## src/rtl/spcs_pkg.sv

```systemverilog
// ----------------------------------------------------------------------------
// spcs_pkg
// Shared types and constants for the strict priority call server.
// ----------------------------------------------------------------------------
package spcs_pkg;

	localparam int NUM_CLASSES_DEF = 4;
	localparam int QUEUE_DEPTH_DEF = 16;

	localparam int ID_W    = 16;
	localparam int CLASS_W = 2;
	localparam int DUR_W   = 16;
	localparam int ENTRY_W = ID_W + DUR_W;	// stored word: {id, duration}

	localparam logic MODE_ARRIVAL = 1'b0;
	localparam logic MODE_TICK    = 1'b1;

	typedef enum logic [1:0] {
		KIND_QUEUED    = 2'd0,
		KIND_DROPPED   = 2'd1,
		KIND_ANSWERED  = 2'd2,
		KIND_NO_ANSWER = 2'd3
	} result_kind_t;

	typedef struct packed {
		logic               mode;
		logic [ID_W-1:0]    caller_id;
		logic [CLASS_W-1:0] call_class;
		logic [DUR_W-1:0]   call_duration;
	} item_t;

	typedef struct packed {
		result_kind_t       result_kind;
		logic [ID_W-1:0]    answered_id;
		logic [CLASS_W-1:0] answered_class;
		logic               server_busy;
	} result_t;

	typedef enum logic [1:0] {
		ST_IDLE   = 2'd0,
		ST_EXEC   = 2'd1,
		ST_ANSWER = 2'd2
	} state_t;

	// controller -> datapath
	typedef struct packed {
		logic capture;	// latch the accepted item
		logic arrive;	// push or drop, load result
		logic tick;	// tick without answer, load result
		logic pop;	// pop the highest waiting class, start queue read
		logic answer;	// load answered result, reload countdown
	} ctrl_cmd_t;

	// datapath -> controller
	typedef struct packed {
		logic is_tick;
		logic busy;
		logic any_waiting;
		logic out_free;
	} dp_status_t;

endpackage

```

## src/rtl/spcs_ctrl.sv

```systemverilog
// ----------------------------------------------------------------------------
// spcs_ctrl
// Sequencer: capture an item, execute it, wait for the queue read on a pop.
// ----------------------------------------------------------------------------
module spcs_ctrl (
	input  logic                clk,
	input  logic                arst_n,
	input  logic                item_valid,
	output logic                item_ready,
	input  spcs_pkg::dp_status_t sts,
	output spcs_pkg::ctrl_cmd_t  cmd
);

	spcs_pkg::state_t state_q, state_d;

	always_ff @(posedge clk or negedge arst_n) begin
		if (!arst_n) begin
			state_q <= spcs_pkg::ST_IDLE;
		end else begin
			state_q <= state_d;
		end
	end

	always_comb begin
		state_d    = state_q;
		cmd        = '0;
		item_ready = 1'b0;
		case (state_q)
			spcs_pkg::ST_IDLE: begin
				item_ready = 1'b1;
				if (item_valid) begin
					cmd.capture = 1'b1;
					state_d     = spcs_pkg::ST_EXEC;
				end
			end
			spcs_pkg::ST_EXEC: begin
				if (sts.is_tick && !sts.busy && sts.any_waiting) begin
					cmd.pop = 1'b1;
					state_d = spcs_pkg::ST_ANSWER;
				end else if (sts.out_free) begin
					if (sts.is_tick) begin
						cmd.tick = 1'b1;
					end else begin
						cmd.arrive = 1'b1;
					end
					state_d = spcs_pkg::ST_IDLE;
				end
			end
			spcs_pkg::ST_ANSWER: begin
				if (sts.out_free) begin
					cmd.answer = 1'b1;
					state_d    = spcs_pkg::ST_IDLE;
				end
			end
			default: begin
				state_d = spcs_pkg::ST_IDLE;
			end
		endcase
	end

	a_cmd_onehot: assert property (@(posedge clk) disable iff (!arst_n)
		$onehot0({cmd.capture, cmd.arrive, cmd.tick, cmd.pop, cmd.answer}))
		else $error("more than one datapath command");

	a_pop_then_answer: assert property (@(posedge clk) disable iff (!arst_n)
		cmd.pop |=> state_q == spcs_pkg::ST_ANSWER)
		else $error("pop not followed by answer wait");

	a_capture_exec: assert property (@(posedge clk) disable iff (!arst_n)
		item_valid && item_ready |=> state_q == spcs_pkg::ST_EXEC)
		else $error("accepted item not executed");

endmodule

```

## src/rtl/spcs_dp.sv

```systemverilog
// ----------------------------------------------------------------------------
// spcs_dp
// Datapath: per-class queue pointers, queue memory, busy countdown and the
// result register.
// ----------------------------------------------------------------------------
module spcs_dp #(
	parameter int NUM_CLASSES = spcs_pkg::NUM_CLASSES_DEF,
	parameter int QUEUE_DEPTH = spcs_pkg::QUEUE_DEPTH_DEF
) (
	input  logic                 clk,
	input  logic                 arst_n,
	input  spcs_pkg::ctrl_cmd_t  cmd,
	output spcs_pkg::dp_status_t sts,
	input  spcs_pkg::item_t      item,
	output logic                 result_valid,
	input  logic                 result_ready,
	output spcs_pkg::result_t    result
);

	localparam int CLS_W     = (NUM_CLASSES > 1) ? $clog2(NUM_CLASSES) : 1;
	localparam int PTR_W     = (QUEUE_DEPTH > 1) ? $clog2(QUEUE_DEPTH) : 1;
	localparam int CNT_W     = $clog2(QUEUE_DEPTH + 1);
	localparam int SUM_W     = CNT_W + 1;
	localparam int MEM_DEPTH = NUM_CLASSES * (2 ** PTR_W);
	localparam int ADDR_W    = CLS_W + PTR_W;

	spcs_pkg::item_t   item_q;
	logic [PTR_W-1:0]  head_q [NUM_CLASSES];
	logic [CNT_W-1:0]  cnt_q  [NUM_CLASSES];
	logic [spcs_pkg::DUR_W-1:0]   busy_q;
	logic [spcs_pkg::ENTRY_W-1:0] mem [MEM_DEPTH];
	logic [spcs_pkg::ENTRY_W-1:0] rd_data_q;
	logic [CLS_W-1:0]  pop_cls_q;
	logic              out_valid_q;
	spcs_pkg::result_t out_q;

	logic [CLS_W-1:0]  cls_idx;
	logic              cls_ok;
	logic              push_ok;
	logic [SUM_W-1:0]  slot_sum;
	logic [PTR_W-1:0]  slot;
	logic [ADDR_W-1:0] wr_addr;
	logic [ADDR_W-1:0] rd_addr;
	logic [CLS_W-1:0]  sel_cls;
	logic              any_waiting;
	logic [spcs_pkg::DUR_W-1:0] rd_dur;
	logic [spcs_pkg::DUR_W-1:0] served_left;
	logic              load;
	spcs_pkg::result_t out_d;

	// arrival: class check, full check, tail slot
	assign cls_idx = CLS_W'(item_q.call_class);
	assign cls_ok  = int'(item_q.call_class) < NUM_CLASSES;
	assign push_ok = cls_ok ? (cnt_q[cls_idx] != CNT_W'(QUEUE_DEPTH)) : 1'b0;

	assign slot_sum = SUM_W'(head_q[cls_idx]) + SUM_W'(cnt_q[cls_idx]);
	assign slot     = (slot_sum >= SUM_W'(QUEUE_DEPTH)) ?
			PTR_W'(slot_sum - SUM_W'(QUEUE_DEPTH)) : PTR_W'(slot_sum);
	assign wr_addr  = {cls_idx, slot};

	// highest non-empty class wins
	always_comb begin
		sel_cls     = '0;
		any_waiting = 1'b0;
		for (int c = 0; c < NUM_CLASSES; c++) begin
			if (cnt_q[c] != '0) begin
				sel_cls     = CLS_W'(c);
				any_waiting = 1'b1;
			end
		end
	end
	assign rd_addr = {sel_cls, head_q[sel_cls]};

	// zero duration is served as one tick
	assign rd_dur      = rd_data_q[spcs_pkg::DUR_W-1:0];
	assign served_left = (rd_dur == '0) ? '0 : rd_dur - 1'b1;

	assign load = cmd.arrive || cmd.tick || cmd.answer;

	always_comb begin
		out_d = '0;
		if (cmd.arrive) begin
			out_d.result_kind    = push_ok ? spcs_pkg::KIND_QUEUED : spcs_pkg::KIND_DROPPED;
			out_d.answered_id    = item_q.caller_id;
			out_d.answered_class = item_q.call_class;
			out_d.server_busy    = busy_q != '0;
		end else if (cmd.answer) begin
			out_d.result_kind    = spcs_pkg::KIND_ANSWERED;
			out_d.answered_id    = rd_data_q[spcs_pkg::ENTRY_W-1 -: spcs_pkg::ID_W];
			out_d.answered_class = spcs_pkg::CLASS_W'(pop_cls_q);
			out_d.server_busy    = served_left != '0;
		end else begin
			out_d.result_kind    = spcs_pkg::KIND_NO_ANSWER;
			out_d.server_busy    = busy_q > spcs_pkg::DUR_W'(1);
		end
	end

	// payload registers and queue memory
	always_ff @(posedge clk) begin
		if (cmd.capture) begin
			item_q <= item;
		end
		if (cmd.arrive && push_ok) begin
			mem[wr_addr] <= {item_q.caller_id, item_q.call_duration};
		end
		if (cmd.pop) begin
			rd_data_q <= mem[rd_addr];
			pop_cls_q <= sel_cls;
		end
		if (load) begin
			out_q <= out_d;
		end
	end

	// control state
	always_ff @(posedge clk or negedge arst_n) begin
		if (!arst_n) begin
			for (int c = 0; c < NUM_CLASSES; c++) begin
				head_q[c] <= '0;
				cnt_q[c]  <= '0;
			end
			busy_q      <= '0;
			out_valid_q <= 1'b0;
		end else begin
			if (cmd.arrive && push_ok) begin
				cnt_q[cls_idx] <= cnt_q[cls_idx] + 1'b1;
			end
			if (cmd.pop) begin
				head_q[sel_cls] <= (head_q[sel_cls] == PTR_W'(QUEUE_DEPTH - 1)) ?
						'0 : head_q[sel_cls] + 1'b1;
				cnt_q[sel_cls]  <= cnt_q[sel_cls] - 1'b1;
			end
			if (cmd.tick && busy_q != '0) begin
				busy_q <= busy_q - 1'b1;
			end
			if (cmd.answer) begin
				busy_q <= served_left;
			end
			if (load) begin
				out_valid_q <= 1'b1;
			end else if (result_ready) begin
				out_valid_q <= 1'b0;
			end
		end
	end

	assign sts.is_tick     = item_q.mode == spcs_pkg::MODE_TICK;
	assign sts.busy        = busy_q != '0;
	assign sts.any_waiting = any_waiting;
	assign sts.out_free    = !out_valid_q || result_ready;

	assign result_valid = out_valid_q;
	assign result       = out_q;

	a_load_free: assert property (@(posedge clk) disable iff (!arst_n)
		load |-> (!out_valid_q || result_ready))
		else $error("result register overwritten before transfer");

	a_busy_flag: assert property (@(posedge clk) disable iff (!arst_n)
		out_valid_q |-> out_q.server_busy == (busy_q != '0))
		else $error("server_busy disagrees with countdown");

	for (genvar g = 0; g < NUM_CLASSES; g++) begin : g_cnt_chk
		a_cnt_bound: assert property (@(posedge clk) disable iff (!arst_n)
			cnt_q[g] <= CNT_W'(QUEUE_DEPTH))
			else $error("queue count beyond depth");
	end

endmodule

```

## src/rtl/strict_priority_call_server_core.sv

```systemverilog
// ----------------------------------------------------------------------------
// strict_priority_call_server_core
// Four-class strict priority call queue with a single countdown server.
// ----------------------------------------------------------------------------
// Timing: IDLE captures an item; arrivals and ticks without an answer load
//   the result in EXEC, an answering tick in ANSWER after the queue read.
// Flow: a new item is taken only in IDLE, after the previous one has loaded
//   its result; loading a result waits until the result register is free.
// Reset: arst_n clears queue heads, counts, the busy countdown and the
//   result valid flag; the queue memory is not cleared and needs no sweep.
// ----------------------------------------------------------------------------
module strict_priority_call_server_core #(
	parameter int NUM_CLASSES = spcs_pkg::NUM_CLASSES_DEF,
	parameter int QUEUE_DEPTH = spcs_pkg::QUEUE_DEPTH_DEF
) (
	input  logic              clk,
	input  logic              arst_n,
	// input channel: one arrival or one tick per transfer
	input  logic              item_valid,
	output logic              item_ready,
	input  spcs_pkg::item_t   item,
	// output channel: exactly one result per item
	output logic              result_valid,
	input  logic              result_ready,
	output spcs_pkg::result_t result
);

	// Command and status between sequencer and datapath.
	spcs_pkg::ctrl_cmd_t  cmd;
	spcs_pkg::dp_status_t sts;

	// Sequencer: IDLE takes a transfer, EXEC decides push/drop/tick/pop,
	// ANSWER waits for the queue read and the free result register.
	// A new item is taken while a previous result still sits in the
	// output register; EXEC stalls only if that result is still pending.
	spcs_ctrl u_ctrl (
		.clk        (clk),
		.arst_n     (arst_n),
		.item_valid (item_valid),
		.item_ready (item_ready),
		.sts        (sts),
		.cmd        (cmd)
	);

	// Datapath: per-class ring pointers over one shared memory,
	// priority pick of the highest non-empty class, busy countdown
	// and the result register that drives the output channel.
	spcs_dp #(
		.NUM_CLASSES (NUM_CLASSES),
		.QUEUE_DEPTH (QUEUE_DEPTH)
	) u_dp (
		.clk          (clk),
		.arst_n       (arst_n),
		.cmd          (cmd),
		.sts          (sts),
		.item         (item),
		.result_valid (result_valid),
		.result_ready (result_ready),
		.result       (result)
	);

endmodule

```

## config.mk

```make
export PLATFORM = sky130hd
export DESIGN_NAME = strict_priority_call_server_core
export DESIGN_NICKNAME = d
export VERILOG_FILES = /design/src/rtl/spcs_pkg.sv /design/src/rtl/spcs_ctrl.sv /design/src/rtl/spcs_dp.sv /design/src/rtl/strict_priority_call_server_core.sv
export SDC_FILE = /design/constraint.sdc
export NUM_CORES = 2
export LEC_CHECK = 0
export CORE_MARGIN = 2
export CORE_UTILIZATION = 35
export DETAILED_ROUTE_END_ITERATION = 12
export DONT_BUFFER_PORTS = 1
export GPL_ROUTABILITY_DRIVEN = 0
export GPL_TIMING_DRIVEN = 1
export PLACE_DENSITY = 0.46
export SYNTH_ARGS = -nofsm -noshare
export SYNTH_HDL_FRONTEND = slang
export SYNTH_HIERARCHICAL = 1
export SYNTH_SLANG_ARGS = --single-unit
```

## constraint.sdc

```tcl
create_clock -name clk -period 6.58 [get_ports clk]
set_input_delay 1.974 -clock clk [delete_from_list [all_inputs] [get_ports clk]]
set_output_delay 1.974 -clock clk [all_outputs]
set_load 0.1 [all_outputs]
```

Word level (Yosys, flattened, before mapping)
Memory sizes are Yosys's and may differ from the RTL's. A register that Yosys moved wholly into a read port is not among the register bits.
Index checks and enable logic that the tools add are counted.
Storage, ports and cells
  register bits after elaboration: 113
  bits in writable memories: 2048
  input port bits: 39
  output and inout bits: 23
  logic and storage cells: 121
  memories: 1
Memories
  u_dp.mem: words 64, bits a word 32, read ports 1, clocked after Yosys merged registers in 1, wr ports 1, RTL line spcs_dp.sv:31  | logic [spcs_pkg::ENTRY_W-1:0] mem [MEM_DEPTH];
Cells by class
  $add $sub $neg: 7
  magnitude comparators: 6
  equal/unequal tests: 5
  muxes and demuxes: 59
  bitwise operators: 2
  reduce and logical (&&, ||, !) cells: 21
Operator list (number)
  two-way mux 16 bit: 3
  bitwise mux 20 bit: 2
  two-way mux 20 bit: 2
  nonzero test 16 bit: 2
  subtractor 16 x 1 -> 16 bit, second input constant: 2
  two-way mux 5 bit: 6
  two-way mux 4 bit: 7
  two-way mux 21 bit: 1
  binary-select mux 5 bit (select 2 bit): 2
  demux 5 bit (select 2 bit): 2
  two-way mux 1 bit: 20
  nonzero test 5 bit: 4
  two-way mux 18 bit: 1
  binary-select mux 4 bit (select 2 bit): 2
  bitwise mux 16 bit: 1
  greater-than comparator 16 x 1 -> 1 bit, second input constant: 1
  logical NOT 16 bit: 1
  two-way mux 2 bit: 7
  demux 4 bit (select 2 bit): 1
  adder 4 x 5 -> 6 bit: 1
  greater-or-equal comparator 3 bit, second input constant: 2
  greater-or-equal comparator 6 x 5 -> 1 bit, second input constant: 1
  logical AND 1 bit: 6
  less-than comparator 3 x 1 -> 1 bit, second input constant: 2
  16 further kinds: 21

Depth between registers and ports, before layout
  depth after elaboration: 12
  depth in mapped cells: 18
  mapped depth without buffers: 16

Hierarchy
Netlist, hierarchy kept.
Modules (own cells, without submodules)
  spcs_dp: instances 1, cells each 6622, area an instance 86695.6 µm², seq. area each 65527.8 µm²
  spcs_ctrl: instances 1, cells each 16, area an instance 133.9 µm², seq. area each 50.0 µm²

Worst setup path before layout
OpenSTA, ideal clock, no wires.
  path type: input -> register
  start point: in result_ready
  end point: mem u_dp/mem[61][0] (netlist bit), enable pin
  library setup time: 0.421 ns
  arrival: 4.697 ns
  data required time: 6.159 ns
  slack: 1.462 ns
  stages: 8
  buffers on the path: 0
  cell sequence: nand2b_1 -> and3b_1 -> nor2b_1 -> inv_1 -> nor2_1 -> and2_1 -> nand3_1 -> nor2_1
RTL lines
  start: declaration: RTL line strict_priority_call_server_core.sv:24  | input logic result_ready,
  end: declaration: RTL line spcs_dp.sv:31

Worst setup path after layout
  start point: reg u_dp.item_q, in the netlist u_dp/cls_idx[0]
  end point: mem u_dp/mem[3][27] (netlist bit), enable pin
On the way
  word-level cells in the longest chain between the ends: 8
  elaborated cells between the ends (all ways): 15
  classes of those cells: 2 x add/sub; 1 x order compare; 1 x eq/ne; 9 x mux; 1 x bitwise; 1 x reduce/logical
RTL lines
  start: declaration: RTL line spcs_dp.sv:27  | spcs_pkg::item_t item_q;
  start signal: assignment: RTL line spcs_dp.sv:101  | item_q <= item;
  branches (longest 8 deep; another with adder 4 x 5 -> 6 bit)
Several ways; the timed one is not identified. The select of a mux whose other input is x is not followed.

==> results.sh <==
export IMPL_status="finished clean"
export IMPL_critPathKind="reg2reg"
export IMPL_final_common_cell="sky130_fd_sc_hd__edfxtp_1"
export IMPL_clk_path_buf_depth=3
export IMPL_drtIter0Drc=5889
export IMPL_layout_cells_non_filler=10204
export IMPL_clk_root_buffer_cell="sky130_fd_sc_hd__clkbuf_16"
export IMPL_critical_path_reg2reg_endpoint="u_dp/mem[3][27]"
export IMPL_inst_count_dp=9775
export IMPL_finalClockSkew_ps=37.2
export IMPL_fp_dieH_um=502
export IMPL_placed_area_um2=92100
export IMPL_first_pass_grt_wire_length_mm=406
export IMPL_final_critical_path_setup_slack_ps=884
export IMPL_final_cell_mix="sky130_fd_sc_hd__edfxtp_1, sky130_fd_sc_hd__nand2_1, sky130_fd_sc_hd__nand3_1"
export IMPL_p_per_area_nw_per_um2=308
export IMPL_gr_total_overflow=0
export IMPL_totalWireLength_mm=288
export IMPL_rr_startpoint="u_dp/cls_idx[0]"
export IMPL_fraction_of_the_core_area_covered_by_cells_at_the_end_of_the_flow=0.402
export IMPL_numCtsBuffers=229
export IMPL_cp_arrival_ps=6260
export IMPL_area_taken_by_multi_input_logic_gates_um2=20000
export IMPL_core_area_um2=246000
export IMPL_worstSetupStartpointType="register"
export IMPL_crit_fanout=16
export IMPL_io_buffer_count=0
export IMPL_finalWorstPathRequiredPeriod_ps=5700
export IMPL_finalSetupTns_ps=0
export IMPL_area_growth_synth_to_finish_pct=14.2
export IMPL_dieWidth_um=502
export IMPL_synth_ff_type="sky130_fd_sc_hd__edfxtp_1"
export IMPL_post_cts_resize_count=0
export IMPL_hold_path_startpoint="u_dp/head_q[10]"
export IMPL_clock_fmax_mhz=176
export IMPL_synthesis_area_um2=86800
export IMPL_synthDistinctLibCells=68
export IMPL_leakagePower_nw=32.6
export IMPL_post_route_period_util=0.866
export IMPL_cap_viol_max_count=0
export IMPL_grt_start_max_net_pins=157
export IMPL_drc=0
export IMPL_synth_seq_cells=2193
export IMPL_first_global_vias=52446
export IMPL_design_die_area_um2=252000
export IMPL_tritoncts_num_sinks=2193
export IMPL_max_ir_drop_vdd_mv=0.217
export IMPL_nFillCells=23104
export IMPL_share_of_post_route_cells_with_drive_strength_above_1=0.0943
export IMPL_postSynthCellCount=6638
export IMPL_vias=55290
export IMPL_worst_r2r_setup_slack_ps=880
export IMPL_tritoncts="done"
export IMPL_drtAntennaViolNets=0
export IMPL_required_ps=7150
export IMPL_placement_setup_worst_slack_ps=749
export IMPL_detail_route_vias_per_cell=5.42
export IMPL_syn_num_nets=6688
export IMPL_dr_pass1_iters=8
export IMPL_report_final_slew_viol_count=0
export IMPL_post_dp_hpwl_mm=164
export IMPL_worst_setup_hold_path_clk_slew_ps=60
export IMPL_synth_yosys_seq_area_share=0.755
export IMPL_number_of_warnings_issued_by_yosys=6
export IMPL_final_hold_viol_count=0
export IMPL_capture_point_of_the_critical_path="u_dp/mem[3][27]"
export IMPL_htree_num_levels=4
export IMPL_count_of_hold_fix_buffers_inserted_at_cts=0
export IMPL_synth_async_sr_flop_share=0.0251
export IMPL_number_of_cells_traversed_by_the_worst_register_to_register_path=8
export IMPL_rsz0062_at_grt="no"
export IMPL_io_pins=62
export IMPL_worst_hold_slack_ps=518
export IMPL_antenna_found_initial=19
export IMPL_sequential_cell_area_um2=65600
export IMPL_worstHoldPathType="reg2reg"
export IMPL_post_route_cell_area_um2=99100
export IMPL_tightest_slew_ps=1380
export IMPL_syn_avg_cell_area_um2=13.1
export IMPL_setup_viol=0
export IMPL_track_usage=0.225
export IMPL_end_kind="register"
export IMPL_worstSkewPairLatency_ps=880
export IMPL_number_of_flops_mapped_to_enable_cells_by_yosys=2138
export IMPL_routed_wire_length_per_instance_um=28.2
export IMPL_power_total_mw=30.5
export IMPL_nets=6745
export IMPL_slew_headroom=0.0773
export IMPL_postCtsSetupRepairBufs=0
export IMPL_start_util=0.352
export IMPL_fp_row_count=182
export IMPL_timing_critical_path_from="u_dp/cls_idx[0]"
[area by class of cell]
type | count | share of cell area
multi-input combinational | 4011 | 0.202
antenna | 7 | 0.000177
timing repair buffer | 244 | 0.0230
clock inverter | 119 | 0.00915
inverter | 16 | 0.000757
tap | 3312 | 0.0418
sequential | 2193 | 0.662
clock buffer | 302 | 0.0619
[worst max-delay path: stages, from the launching register on]
cell and delay [ps]:
sky130_fd_sc_hd__edfxtp_1 930, sky130_fd_sc_hd__mux4_2 700, sky130_fd_sc_hd__ha_1 240, sky130_fd_sc_hd__inv_1 80, sky130_fd_sc_hd__fa_1 410, sky130_fd_sc_hd__nor3_1 880, sky130_fd_sc_hd__nand3_1 780, sky130_fd_sc_hd__nor2_4 970
sky130_fd_sc_hd__buf_4 340
[cell usage after synthesis (32+ instances only)]
master                     instances  area share
sky130_fd_sc_hd__edfxtp_1       2138        0.74
sky130_fd_sc_hd__nand2_1        1993       0.086
sky130_fd_sc_hd__nand3_1        1023       0.059
sky130_fd_sc_hd__a31oi_1         235       0.017
sky130_fd_sc_hd__clkbuf_1        209      0.0090
sky130_fd_sc_hd__buf_2           122      0.0070
sky130_fd_sc_hd__nor2_1          120      0.0052
sky130_fd_sc_hd__buf_1            76      0.0033
sky130_fd_sc_hd__a21oi_1          74      0.0043
sky130_fd_sc_hd__o21ai_0          60      0.0035
sky130_fd_sc_hd__a22oi_1          56      0.0048
sky130_fd_sc_hd__dfrtp_1          55       0.016
sky130_fd_sc_hd__a211oi_1         42      0.0036
sky130_fd_sc_hd__and3_1           41      0.0030
sky130_fd_sc_hd__a311oi_1         35      0.0035
sky130_fd_sc_hd__or4_1            32      0.0028
[flip-flops by register name (all words and copies together), names as in the netlist]
register / count
u_ctrl/state_q: 2
u_dp/busy_q: 16
u_dp/cls_idx: 2
u_dp/cnt_q: 20
u_dp/head_q: 16
u_dp/item_q: 32
u_dp/mem: 2048
u_dp/pop_cls_q: 2
u_dp/rd_data_q: 32
u_dp/result: 21
u_dp/result_valid: 1
u_dp/sts: 1
[metal layers]
| layer | up-vias | GRT usage | routed length [um] |
|---|---|---|---|
| met1 | 28596 | 0.316 | 127000 |
| met4 | 8 | 0.0623 | 7520 |
| met3 | 357 | 0.0303 | 16500 |
| met2 | 1763 | 0.364 | 137000 |
| met5 | - | 0 | 48 |
| li1 | 24566 | - | - |
[report_power, final]
part	switching [mW]	internal (mW)	leakage [nW]	total, mW
Combinational	1.59	0.504	9.25	2.09
Sequential	0.313	15.7	19.9	16.0
Clock	5.43	6.97	3.42	12.4
[worst min path at each step]
stage / to / depth (start not counted)
floorplan: u_dp/head_q[10] / 2
global route: u_dp/head_q[11] / 2
global placement: u_dp/head_q[11] / 2
CTS: u_dp/head_q[15] / 2
detailed placement: u_dp/head_q[15] / 2
finish: u_dp/head_q[10] / 2
[kinds of logic (layout without fill, tap and decap cells)]
| kind of cell | after synthesis | in the layout | share of synthesized area |
|---|---|---|---|
| other | 0 | 7 | 0 |
| AOI/OAI and AO/OA | 601 | 601 | 0.0462 |
| buffers and inverters | 434 | 681 | 0.0213 |
| DFF | 2193 | 2193 | 0.755 |
| xor gates and xnor gates | 37 | 37 | 0.00373 |
| muxes | 42 | 42 | 0.00755 |
| and+or+nand+nor | 3320 | 3320 | 0.164 |
| adders and majority gates | 11 | 11 | 0.00167 |
Note: power is estimated with default switching activity, not from simulation.
